`config.mk`:
```
export PLATFORM = sky130hd
export DESIGN_NAME = sha1_byte_stream_hasher_flat
export DESIGN_NICKNAME = d
export VERILOG_FILES = /design/src/design/shab_pkg.sv /design/src/design/shab_ifs.sv /design/src/design/shab_round.sv /design/src/design/shab_sched.sv /design/src/design/sha1_byte_stream_hasher.sv /design/src/flat_wrapper.sv
export SDC_FILE = /design/constraint.sdc
export NUM_CORES = 2
export LEC_CHECK = 0
export BUFFER_PORTS_ARGS = -buffer_cell sky130_fd_sc_hd__buf_2
export CAP_MARGIN = 10
export CORE_AREA = 2 2 403 405
export CTS_CLUSTER_DIAMETER = 150
export DETAILED_ROUTE_END_ITERATION = 10
export DIE_AREA = 0 0 405 407
export PLACE_DENSITY = 0.59
export REMOVE_ABC_BUFFERS = 1
export SLEW_MARGIN = 20
export SYNTH_ARGS = -nofsm -noshare
export SYNTH_HDL_FRONTEND = slang
export SYNTH_SLANG_ARGS = --single-unit
```
`constraint.sdc`:
```
create_clock -name clk -period 17.55 [get_ports clk]
set_input_delay 2.6325 -clock clk [delete_from_list [all_inputs] [get_ports clk]]
set_output_delay 2.6325 -clock clk [all_outputs]
set_load 0.02 [all_outputs]
```
`src/design/shab_pkg.sv`:
```
package shab_pkg;

  localparam int unsigned WORD_W   = 32;
  localparam int unsigned NUM_WORDS = 5;
  localparam int unsigned ROUNDS   = 80;

  localparam logic [1:0] FUNC_ABSORB  = 2'd0;
  localparam logic [1:0] FUNC_FINISH  = 2'd1;
  localparam logic [1:0] FUNC_RESTART = 2'd2;

  localparam logic [1:0] STATUS_OK       = 2'd0;
  localparam logic [1:0] STATUS_SEQ_ERR  = 2'd1;
  localparam logic [1:0] STATUS_TOO_LONG = 2'd2;

  localparam logic [2:0] LAST_WORD_IDX = 3'd4;
  localparam logic [7:0] PAD_MARK      = 8'h80;
  localparam logic [5:0] LEN_START     = 6'd55;
  localparam logic [5:0] BLOCK_END     = 6'd63;
  localparam logic [6:0] LAST_ROUND    = 7'd79;

  localparam logic [WORD_W-1:0] INIT_WORDS [NUM_WORDS] = '{
    32'h67452301, 32'hEFCDAB89, 32'h98BADCFE, 32'h10325476, 32'hC3D2E1F0
  };

  typedef struct packed {
    logic [WORD_W-1:0] a;
    logic [WORD_W-1:0] b;
    logic [WORD_W-1:0] c;
    logic [WORD_W-1:0] d;
    logic [WORD_W-1:0] e;
  } shab_vars_t;

  typedef struct packed {
    logic       shift_byte;
    logic       shift_word;
    logic       expand;
    logic [7:0] byte_val;
  } sched_ctl_t;

  function automatic logic [WORD_W-1:0] rotl(input logic [WORD_W-1:0] x, input int unsigned n);
    return (x << n) | (x >> (WORD_W - n));
  endfunction

  function automatic logic [WORD_W-1:0] round_const(input logic [6:0] rnd);
    logic [WORD_W-1:0] k;
    priority if (rnd < 7'd20) k = 32'h5A827999;
    else if (rnd < 7'd40)     k = 32'h6ED9EBA1;
    else if (rnd < 7'd60)     k = 32'h8F1BBCDC;
    else                      k = 32'hCA62C1D6;
    return k;
  endfunction

endpackage

```
`src/design/shab_ifs.sv`:
```
interface shab_in_if;
  logic       valid;
  logic       ready;
  logic [1:0] func;
  logic [7:0] data_byte;

  modport source (output valid, output func, output data_byte, input ready);
  modport sink   (input valid, input func, input data_byte, output ready);
endinterface

interface shab_out_if;
  logic        valid;
  logic        ready;
  logic [31:0] digest_word;
  logic [2:0]  word_index;
  logic        last;
  logic [1:0]  status;

  modport source (output valid, output digest_word, output word_index, output last,
                  output status, input ready);
  modport sink   (input valid, input digest_word, input word_index, input last,
                  input status, output ready);
endinterface

```
`src/design/shab_round.sv`:
```
module shab_round (
  input  logic [6:0]              rnd,
  input  shab_pkg::shab_vars_t    cur,
  input  logic [31:0]             w,
  output shab_pkg::shab_vars_t    nxt
);
  import shab_pkg::*;

  logic [WORD_W-1:0] f;

  always_comb begin
    priority if (rnd < 7'd20) begin
      f = (cur.b & cur.c) | (~cur.b & cur.d);
    end else if (rnd < 7'd40) begin
      f = cur.b ^ cur.c ^ cur.d;
    end else if (rnd < 7'd60) begin
      f = (cur.b & cur.c) | (cur.b & cur.d) | (cur.c & cur.d);
    end else begin
      f = cur.b ^ cur.c ^ cur.d;
    end
  end

  always_comb begin
    nxt.a = rotl(cur.a, 5) + f + cur.e + w + round_const(rnd);
    nxt.b = cur.a;
    nxt.c = rotl(cur.b, 30);
    nxt.d = cur.c;
    nxt.e = cur.d;
  end

endmodule

```
`src/design/shab_sched.sv`:
```
module shab_sched (
  input  logic                 clk,
  input  shab_pkg::sched_ctl_t ctl,
  output logic [31:0]          w
);
  import shab_pkg::*;

  // [15] holds the oldest word, [0] the newest
  logic [15:0][WORD_W-1:0] win_r;
  logic [15:0][WORD_W-1:0] win_nxt;

  always_comb begin
    if (ctl.expand) begin
      w = rotl(win_r[2] ^ win_r[7] ^ win_r[13] ^ win_r[15], 1);
    end else begin
      w = win_r[15];
    end
  end

  always_comb begin
    win_nxt = win_r;
    if (ctl.shift_word) begin
      win_nxt = {win_r[14:0], w};
    end else if (ctl.shift_byte) begin
      win_nxt = {win_r[15][23:0], win_r[14:0], ctl.byte_val};
    end
  end

  always_ff @(posedge clk) begin
    win_r <= win_nxt;
  end

endmodule

```
`src/design/sha1_byte_stream_hasher.sv`:
```
// SHA-1 over a byte stream. A data byte is taken per input transfer; every 64th byte
// starts a compression of 80 rounds on one shared round unit, one round per cycle,
// and then folds the result into the chaining value. Finish shifts padding and the
// 8 length bytes through the block register one byte per cycle, runs one or two
// compressions, and then hands out five digest words, one transfer each. The input
// is not ready while padding, compressing, folding or emitting. A repeated finish
// re-emits the digest; data after finish yields an error result, and so does each
// data or finish item after an error or a wrapped bit count, until restart.
module sha1_byte_stream_hasher (
  input logic       clk,
  input logic       rst_n,
  shab_in_if.sink   in_chan,
  shab_out_if.source out_chan
);
  import shab_pkg::*;

  typedef enum logic [5:0] {
    ST_IDLE = 6'b000001,
    ST_PAD  = 6'b000010,
    ST_LEN  = 6'b000100,
    ST_COMP = 6'b001000,
    ST_FOLD = 6'b010000,
    ST_EMIT = 6'b100000
  } state_t;

  state_t                       state_r, state_nxt;
  logic [5:0]                   fill_r, fill_nxt;
  logic [63:0]                  bitlen_r, bitlen_nxt;
  logic                         finished_r, finished_nxt;
  logic [1:0]                   err_r, err_nxt;
  logic                         first_r, first_nxt;
  logic                         pad_r, pad_nxt;
  logic                         final_r, final_nxt;
  logic [6:0]                   rnd_r, rnd_nxt;
  logic [2:0]                   emit_cnt_r, emit_cnt_nxt;
  logic                         emit_err_r, emit_err_nxt;
  logic [NUM_WORDS-1:0][31:0]   chain_r, chain_nxt;
  shab_vars_t                   vars_r, vars_nxt, round_out;

  logic                         out_valid_r, out_valid_nxt;
  logic [31:0]                  out_word_r, out_word_nxt;
  logic [2:0]                   out_idx_r, out_idx_nxt;
  logic                         out_last_r, out_last_nxt;
  logic [1:0]                   out_status_r, out_status_nxt;

  sched_ctl_t                   sched_ctl;
  logic [31:0]                  w;
  logic                         in_xfer;
  logic                         out_free;

  assign in_chan.ready = (state_r == ST_IDLE);
  assign in_xfer       = in_chan.valid && in_chan.ready;
  assign out_free      = !out_valid_r || out_chan.ready;

  shab_sched u_sched (
    .clk (clk),
    .ctl (sched_ctl),
    .w   (w)
  );

  shab_round u_round (
    .rnd (rnd_r),
    .cur (vars_r),
    .w   (w),
    .nxt (round_out)
  );

  function automatic shab_vars_t chain_to_vars(input logic [NUM_WORDS-1:0][31:0] cv);
    shab_vars_t v;
    v.a = cv[0];
    v.b = cv[1];
    v.c = cv[2];
    v.d = cv[3];
    v.e = cv[4];
    return v;
  endfunction

  always_comb begin
    state_nxt    = state_r;
    fill_nxt     = fill_r;
    bitlen_nxt   = bitlen_r;
    finished_nxt = finished_r;
    err_nxt      = err_r;
    first_nxt    = first_r;
    pad_nxt      = pad_r;
    final_nxt    = final_r;
    rnd_nxt      = rnd_r;
    emit_cnt_nxt = emit_cnt_r;
    emit_err_nxt = emit_err_r;
    chain_nxt    = chain_r;
    vars_nxt     = vars_r;

    out_valid_nxt  = out_valid_r && !out_chan.ready;
    out_word_nxt   = out_word_r;
    out_idx_nxt    = out_idx_r;
    out_last_nxt   = out_last_r;
    out_status_nxt = out_status_r;

    sched_ctl = '0;

    unique case (state_r)
      ST_IDLE: begin
        if (in_xfer) begin
          unique case (in_chan.func)
            FUNC_ABSORB: begin
              if (finished_r) begin
                err_nxt      = STATUS_SEQ_ERR;
                emit_err_nxt = 1'b1;
                state_nxt    = ST_EMIT;
              end else if (err_r != STATUS_OK) begin
                emit_err_nxt = 1'b1;
                state_nxt    = ST_EMIT;
              end else begin
                sched_ctl.shift_byte = 1'b1;
                sched_ctl.byte_val   = in_chan.data_byte;
                fill_nxt             = fill_r + 6'd1;
                bitlen_nxt           = bitlen_r + 64'd8;
                if (bitlen_nxt == 64'd0) begin
                  err_nxt = STATUS_TOO_LONG;
                end
                if (fill_r == BLOCK_END) begin
                  vars_nxt  = chain_to_vars(chain_r);
                  rnd_nxt   = '0;
                  state_nxt = ST_COMP;
                end
              end
            end
            FUNC_FINISH: begin
              if (err_r != STATUS_OK) begin
                emit_err_nxt = 1'b1;
                state_nxt    = ST_EMIT;
              end else if (finished_r) begin
                emit_err_nxt = 1'b0;
                emit_cnt_nxt = '0;
                state_nxt    = ST_EMIT;
              end else begin
                first_nxt = 1'b1;
                pad_nxt   = 1'b1;
                state_nxt = ST_PAD;
              end
            end
            FUNC_RESTART: begin
              chain_nxt    = {INIT_WORDS[4], INIT_WORDS[3], INIT_WORDS[2],
                              INIT_WORDS[1], INIT_WORDS[0]};
              fill_nxt     = '0;
              bitlen_nxt   = '0;
              finished_nxt = 1'b0;
              err_nxt      = STATUS_OK;
            end
            default: begin
              // unused code: drop the item
            end
          endcase
        end
      end

      ST_PAD: begin
        sched_ctl.shift_byte = 1'b1;
        sched_ctl.byte_val   = first_r ? PAD_MARK : 8'h00;
        first_nxt            = 1'b0;
        fill_nxt             = fill_r + 6'd1;
        if (fill_r == BLOCK_END) begin
          vars_nxt  = chain_to_vars(chain_r);
          rnd_nxt   = '0;
          state_nxt = ST_COMP;
        end else if (fill_r == LEN_START) begin
          state_nxt = ST_LEN;
        end
      end

      ST_LEN: begin
        // shift the bit count out MSB first; this also clears it
        sched_ctl.shift_byte = 1'b1;
        sched_ctl.byte_val   = bitlen_r[63:56];
        bitlen_nxt           = {bitlen_r[55:0], 8'h00};
        fill_nxt             = fill_r + 6'd1;
        if (fill_r == BLOCK_END) begin
          final_nxt = 1'b1;
          vars_nxt  = chain_to_vars(chain_r);
          rnd_nxt   = '0;
          state_nxt = ST_COMP;
        end
      end

      ST_COMP: begin
        sched_ctl.shift_word = 1'b1;
        sched_ctl.expand     = (rnd_r >= 7'd16);
        vars_nxt             = round_out;
        rnd_nxt              = rnd_r + 7'd1;
        if (rnd_r == LAST_ROUND) begin
          state_nxt = ST_FOLD;
        end
      end

      ST_FOLD: begin
        chain_nxt[0] = chain_r[0] + vars_r.a;
        chain_nxt[1] = chain_r[1] + vars_r.b;
        chain_nxt[2] = chain_r[2] + vars_r.c;
        chain_nxt[3] = chain_r[3] + vars_r.d;
        chain_nxt[4] = chain_r[4] + vars_r.e;
        if (final_r) begin
          final_nxt    = 1'b0;
          pad_nxt      = 1'b0;
          finished_nxt = 1'b1;
          emit_err_nxt = 1'b0;
          emit_cnt_nxt = '0;
          state_nxt    = ST_EMIT;
        end else if (pad_r) begin
          state_nxt = ST_PAD;
        end else begin
          state_nxt = ST_IDLE;
        end
      end

      ST_EMIT: begin
        if (out_free) begin
          out_valid_nxt = 1'b1;
          if (emit_err_r) begin
            out_word_nxt   = '0;
            out_idx_nxt    = '0;
            out_last_nxt   = 1'b1;
            out_status_nxt = err_r;
            state_nxt      = ST_IDLE;
          end else begin
            out_word_nxt   = chain_r[emit_cnt_r];
            out_idx_nxt    = emit_cnt_r;
            out_last_nxt   = (emit_cnt_r == LAST_WORD_IDX);
            out_status_nxt = STATUS_OK;
            emit_cnt_nxt   = emit_cnt_r + 3'd1;
            if (emit_cnt_r == LAST_WORD_IDX) begin
              state_nxt = ST_IDLE;
            end
          end
        end
      end

      default: begin
        state_nxt = ST_IDLE;
      end
    endcase
  end

  always_ff @(posedge clk) begin
    if (!rst_n) begin
      state_r     <= ST_IDLE;
      fill_r      <= '0;
      bitlen_r    <= '0;
      finished_r  <= 1'b0;
      err_r       <= STATUS_OK;
      first_r     <= 1'b0;
      pad_r       <= 1'b0;
      final_r     <= 1'b0;
      rnd_r       <= '0;
      emit_cnt_r  <= '0;
      emit_err_r  <= 1'b0;
      chain_r     <= {INIT_WORDS[4], INIT_WORDS[3], INIT_WORDS[2],
                      INIT_WORDS[1], INIT_WORDS[0]};
      vars_r      <= '0;
      out_valid_r <= 1'b0;
    end else begin
      state_r     <= state_nxt;
      fill_r      <= fill_nxt;
      bitlen_r    <= bitlen_nxt;
      finished_r  <= finished_nxt;
      err_r       <= err_nxt;
      first_r     <= first_nxt;
      pad_r       <= pad_nxt;
      final_r     <= final_nxt;
      rnd_r       <= rnd_nxt;
      emit_cnt_r  <= emit_cnt_nxt;
      emit_err_r  <= emit_err_nxt;
      chain_r     <= chain_nxt;
      vars_r      <= vars_nxt;
      out_valid_r <= out_valid_nxt;
    end
  end

  always_ff @(posedge clk) begin
    out_word_r   <= out_word_nxt;
    out_idx_r    <= out_idx_nxt;
    out_last_r   <= out_last_nxt;
    out_status_r <= out_status_nxt;
  end

  assign out_chan.valid       = out_valid_r;
  assign out_chan.digest_word = out_word_r;
  assign out_chan.word_index  = out_idx_r;
  assign out_chan.last        = out_last_r;
  assign out_chan.status      = out_status_r;

  a_round_end: assert property (@(posedge clk) disable iff (!rst_n)
    (state_r == ST_COMP && rnd_r == LAST_ROUND) |=> (state_r == ST_FOLD))
    else $error("compression did not fold after the last round");

  a_finish_clean: assert property (@(posedge clk) disable iff (!rst_n)
    (finished_r && state_r == ST_IDLE) |-> (bitlen_r == 64'd0 && fill_r == 6'd0))
    else $error("bit count or fill left over after finish");

  a_finish_src: assert property (@(posedge clk) disable iff (!rst_n)
    $rose(finished_r) |-> ($past(state_r) == ST_FOLD))
    else $error("finished set outside the final fold");

  a_ok_last: assert property (@(posedge clk) disable iff (!rst_n)
    (out_valid_r && out_last_r && out_status_r == STATUS_OK)
      |-> (out_idx_r == LAST_WORD_IDX))
    else $error("digest run ended before the last word");

  a_err_shape: assert property (@(posedge clk) disable iff (!rst_n)
    (out_valid_r && out_status_r != STATUS_OK)
      |-> (out_word_r == 32'd0 && out_idx_r == 3'd0 && out_last_r))
    else $error("error result is not shaped as a single zero word");

endmodule

```
`src/flat_wrapper.sv`:
```
// flat-port wrapper written by rule: the top's interface ports become plain ports
module sha1_byte_stream_hasher_flat import shab_pkg::*;
  (clk, rst_n, in_chan_valid, in_chan_func, in_chan_data_byte, in_chan_ready, out_chan_valid, out_chan_digest_word, out_chan_word_index, out_chan_last, out_chan_status, out_chan_ready);
  shab_in_if in_chan_i ();
  shab_out_if out_chan_i ();
  input logic clk;
  input logic rst_n;
  input wire logic [$bits(in_chan_i.valid)-1:0] in_chan_valid;
  input wire logic [$bits(in_chan_i.func)-1:0] in_chan_func;
  input wire logic [$bits(in_chan_i.data_byte)-1:0] in_chan_data_byte;
  output wire logic [$bits(in_chan_i.ready)-1:0] in_chan_ready;
  output wire logic [$bits(out_chan_i.valid)-1:0] out_chan_valid;
  output wire logic [$bits(out_chan_i.digest_word)-1:0] out_chan_digest_word;
  output wire logic [$bits(out_chan_i.word_index)-1:0] out_chan_word_index;
  output wire logic [$bits(out_chan_i.last)-1:0] out_chan_last;
  output wire logic [$bits(out_chan_i.status)-1:0] out_chan_status;
  input wire logic [$bits(out_chan_i.ready)-1:0] out_chan_ready;
  assign in_chan_i.valid = in_chan_valid;
  assign in_chan_i.func = in_chan_func;
  assign in_chan_i.data_byte = in_chan_data_byte;
  assign in_chan_ready = in_chan_i.ready;
  assign out_chan_valid = out_chan_i.valid;
  assign out_chan_digest_word = out_chan_i.digest_word;
  assign out_chan_word_index = out_chan_i.word_index;
  assign out_chan_last = out_chan_i.last;
  assign out_chan_status = out_chan_i.status;
  assign out_chan_i.ready = out_chan_ready;
  sha1_byte_stream_hasher u_core (.clk(clk), .rst_n(rst_n), .in_chan(in_chan_i), .out_chan(out_chan_i));
endmodule
```
==> run_summary.xml <==
<?xml version="1.0" encoding="UTF-8"?>
<metrics>
  <group name="outcome">
    <metric name="outcome" unit="">complete, no violations</metric>
  </group>
  <group name="route">
    <metric name="top_layer_used" unit="">met5</metric>
    <metric name="drt-vias-per-instance" unit="">5.38</metric>
    <metric name="antenna_left" unit="">0</metric>
    <metric name="drt_pre_antenna_iters" unit="">8</metric>
    <metric name="drc" unit="">0</metric>
    <metric name="routedWlPerCell" unit="um">20.0</metric>
    <metric name="wl_met1" unit="um">76100</metric>
    <metric name="detailedRoute.firstIterationViolations" unit="">4680</metric>
    <metric name="vias" unit="">45995</metric>
    <metric name="detail_route.wirelength" unit="um">171000</metric>
    <metric name="detailroute.wirelength.met3" unit="um">12200</metric>
    <metric name="met2WireLength" unit="um">75100</metric>
  </group>
  <group name="sta">
    <metric name="timing.max_slew.rel_slack" unit="%">5.16</metric>
    <metric name="final.setup_skew" unit="ps">70.2</metric>
    <metric name="grt_setup_unrepaired" unit="">no</metric>
    <metric name="maxSlewViolCount" unit="">0</metric>
    <metric name="achievable_freq" unit="GHz">0.144</metric>
    <metric name="finalSetupTns" unit="ps">0</metric>
    <metric name="layout_worst_path_cycle_share" unit="%">39.7</metric>
    <metric name="postLayoutSetupSlackWorst" unit="ps">10580</metric>
    <metric name="tightest_slew" unit="ps">1390</metric>
    <metric name="final.min_clock_period" unit="ps">6970</metric>
    <metric name="setup-violations-final" unit="">0</metric>
    <metric name="hold_viol_final" unit="">0</metric>
  </group>
  <group name="placement">
    <metric name="globalplace.congestion" unit="">0.924</metric>
    <metric name="place_ws" unit="ps">10100</metric>
    <metric name="area_of_placed_instances" unit="sq um">58100</metric>
    <metric name="detailedPlacementHpwl" unit="um">115000</metric>
    <metric name="place.detailed.instances" unit="">8344</metric>
    <metric name="numPortBuffers" unit="">53</metric>
  </group>
  <group name="power">
    <metric name="vdd_ir_drop_max" unit="V">0.0000876</metric>
    <metric name="p_per_area" unit="nW/um^2">87.4</metric>
    <metric name="p_leak" unit="nW">25.0</metric>
  </group>
  <group name="critical_path">
    <metric name="critical_path.endpoint_type" unit="">register</metric>
    <metric name="arrival" unit="ps">7650</metric>
    <metric name="timing.critical_path.required" unit="ps">18230</metric>
    <metric name="path_class" unit="">reg2reg</metric>
    <metric name="cp-start-kind" unit="">register</metric>
    <metric name="critical_path_peak_fanout" unit="">64</metric>
  </group>
  <group name="synth">
    <metric name="ys_warn_count" unit="">0</metric>
    <metric name="yosys_most_used_dff" unit="">edfxtp_1</metric>
    <metric name="netlist-cell-type-count" unit="">83</metric>
    <metric name="mapped_cells" unit="">6441</metric>
    <metric name="fraction_of_registers_with_async_set_reset" unit="%">0</metric>
    <metric name="synth_seq_cells" unit="">961</metric>
    <metric name="synth_area_per_cell" unit="sq um">8.68</metric>
    <metric name="syn_area" unit="sq um">55900</metric>
    <metric name="synth.yosys.seq_area_share" unit="%">44.2</metric>
    <metric name="number_of_synthesized_flops_with_an_enable_pin" unit="">550</metric>
  </group>
  <group name="die">
    <metric name="placeableCoreArea" unit="sq um">160000</metric>
    <metric name="initial_core_util" unit="%">34.9</metric>
    <metric name="ioPinCount" unit="">54</metric>
    <metric name="die-height" unit="um">407</metric>
    <metric name="rows" unit="">147</metric>
    <metric name="die_w" unit="um">405</metric>
    <metric name="die_area" unit="sq um">165000</metric>
  </group>
  <group name="clock_network">
    <metric name="ctsLongestPathBuffers" unit="">3</metric>
    <metric name="h-tree-depth" unit="">3</metric>
    <metric name="cts_setup_buffers" unit="">0</metric>
    <metric name="clkTransAtPathRegs" unit="ps">70</metric>
    <metric name="post_cts.resized_instances" unit="">0</metric>
    <metric name="numClockSinks" unit="">961</metric>
    <metric name="tritoncts" unit="">done</metric>
    <metric name="clock_insertion_delay_worst_skew" unit="ps">760</metric>
    <metric name="clock_tree.root_cell" unit="">clkbuf_16</metric>
    <metric name="numCtsBuffers" unit="">107</metric>
    <metric name="holdBufCountCts" unit="">0</metric>
  </group>
  <group name="cells_and_area">
    <metric name="antenna_cells" unit="">0</metric>
    <metric name="synthToLayoutAreaGrowth" unit="%">10.6</metric>
    <metric name="post_route_cells_drive_above_1_share" unit="%">5.81</metric>
    <metric name="stdcell_area" unit="sq um">61800</metric>
    <metric name="finalNonFillerCells" unit="">8546</metric>
    <metric name="net_total_in_the_final_layout" unit="">6662</metric>
  </group>
  <group name="global_routing">
    <metric name="grt_use_total" unit="%">20.4</metric>
    <metric name="globalRoute.totalOverflow" unit="">0</metric>
    <metric name="grt_pass1_wl" unit="um">263000</metric>
    <metric name="grt_start_max_net_pins" unit="">238</metric>
    <metric name="number_of_antenna_violations_at_the_first_check_in_global_routing" unit="">4</metric>
    <metric name="number_of_global_route_vias_before_repair" unit="">43563</metric>
  </group>
  <group name="flow_run">
    <metric name="timing.max_cap.violations" unit="">0</metric>
  </group>
  <group name="min_path">
    <metric name="min_path_type" unit="">reg2reg</metric>
  </group>
</metrics>
cell type report:
| class | count | area (sq um) |
|---|---|---|
| fillers | 16226 | 98400 |
| multi-input cells | 4910 | 29100 |
| flip-flops and latches | 961 | 24700 |
| clock buffers | 141 | 3050 |
| well taps | 2160 | 2700 |
| repair buffers | 112 | 846 |
| inverters | 205 | 777 |
| clock inverters | 57 | 592 |
power by group:
part	internal, mW	switching, mW
Sequential	2.53	0.0780
Combinational	0.142	0.315
Clock	1.34	0.997
final timing paths:
kind | slack, ps | cells after the start | to | from
max | 10580 | 22 | u_core.vars_r[158]$_SDFFE_PN0P_ | u_core.state_r[5]$_SDFFE_PN0P_
min | 490 | 2 | u_core.vars_r[87]$_SDFFE_PN0P_ | u_core.chain_r[87]$_SDFFE_PN1P_
max reg2reg | 10580 | 22 | u_core.vars_r[158]$_SDFFE_PN0P_ | u_core.state_r[5]$_SDFFE_PN0P_
min reg2reg | 490 | 2 | u_core.vars_r[87]$_SDFFE_PN0P_ | u_core.chain_r[87]$_SDFFE_PN1P_
logic make-up (layout without fill, tap and decap cells):
family | after synthesis | after routing | synth area share [%]
AND/OR/NAND/NOR | 3023 | 3023 | 22.2
multiplexers | 41 | 41 | 1.45
adder cells (fa/ha/maj) | 351 | 351 | 9.53
flip-flops | 961 | 961 | 44.2
XOR/XNOR | 310 | 310 | 4.85
AO/OA/AOI/OAI | 1185 | 1185 | 13.8
buffers and inverters | 570 | 515 | 3.89
placed cells by master, fill, tap and decap left out, types with 29 or more instances in the layout:
cell,Yosys,final
ha_1,226,226
xor2_1,90,90
nor2b_1,59,58
mux4_2,32,32
clkbuf_16,0,112
edfxtp_1,550,550
dfxtp_1,411,408
a311oi_1,136,136
nor3_1,106,105
nor2_1,530,525
xnor2_1,220,220
nand3_1,99,98
nand2b_1,40,38
buf_4,2,49
buf_2,16,52
a21oi_1,347,347
a22oi_1,68,67
o21ai_0,225,225
a21o_1,92,92
fa_1,125,125
a31oi_1,42,42
and3_1,31,31
o22ai_1,29,29
nand2_1,2017,2015
inv_1,203,202
state kept, by name, indices dropped and copies added, names as in the netlist, 2 cells and up:
name and count:
u_core.bitlen_r 61, u_core.vars_r 160, u_core.emit_cnt_r 3, u_core.fill_r 6, u_core.err_r 2, u_core.chain_r 160, u_core.state_r 6, u_core.out_chan.status 2
u_core.out_chan.word_index 3, u_core.rnd_r 7, u_core.out_chan.digest_word 32, u_core.u_sched.win_r 512
per-stage QoR:
stage | power [mW] | hold WS, ps | util [%]
global placement | 3.11 | 477 | 36.3
detailed placement | 3.11 | 486 | 36.3
CTS | 5.46 | 465 | 38.5
global route | 5.60 | 511 | 38.6
floorplan | 3.00 | 458 | -
finish | 5.40 | 486 | 38.6
critical path, cell delays in order, from the launching register on:
cell and delay, ps:
dfxtp_1 330, nor4_1 370, nand3b_1 200, nor2_4 130, buf_4 590, nor2_1 110, a21oi_1 800, fa_1 580
fa_1 520, inv_1 50, fa_1 480, inv_1 40, ha_1 330, nand4b_1 170, a211oi_1 380, o21ai_0 200
a41oi_1 400, a41oi_1 270, a211oi_1 320, o22ai_1 130, xnor2_1 150, nand2_1 70, a31oi_1 190
routing by layer:
layer / vias to the layer above / GRT usage [%]
met2: 1577 / 31.3
met3: 278 / 2.87
met4: 4 / 9.19
li1: 21889 / -
met5: - / 0
met1: 22247 / 28.5
cell usage after synthesis (all sizes together), types with 29 or more instances:
| master | instances | area (sq um) |
|---|---|---|
| o21ai | 226 | 1130 |
| xnor2 | 220 | 1930 |
| inv | 203 | 762 |
| nor3 | 109 | 573 |
| mux4 | 32 | 721 |
| a31oi | 42 | 263 |
| o22ai | 29 | 181 |
| nand2b | 40 | 250 |
| fa | 125 | 2500 |
| xor2 | 90 | 788 |
| a22oi | 68 | 510 |
| clkbuf | 328 | 1230 |
| nor2 | 530 | 1990 |
| nor2b | 59 | 369 |
| ha | 226 | 2830 |
| nand3 | 101 | 516 |
| nand2 | 2018 | 7580 |
| dfxtp | 411 | 8230 |
| and3 | 31 | 194 |
| a21o | 92 | 691 |
| edfxtp | 550 | 16500 |
| a311oi | 136 | 1190 |
| buf | 37 | 174 |
| a21oi | 347 | 1740 |
(Power assumes the default switching activity.)
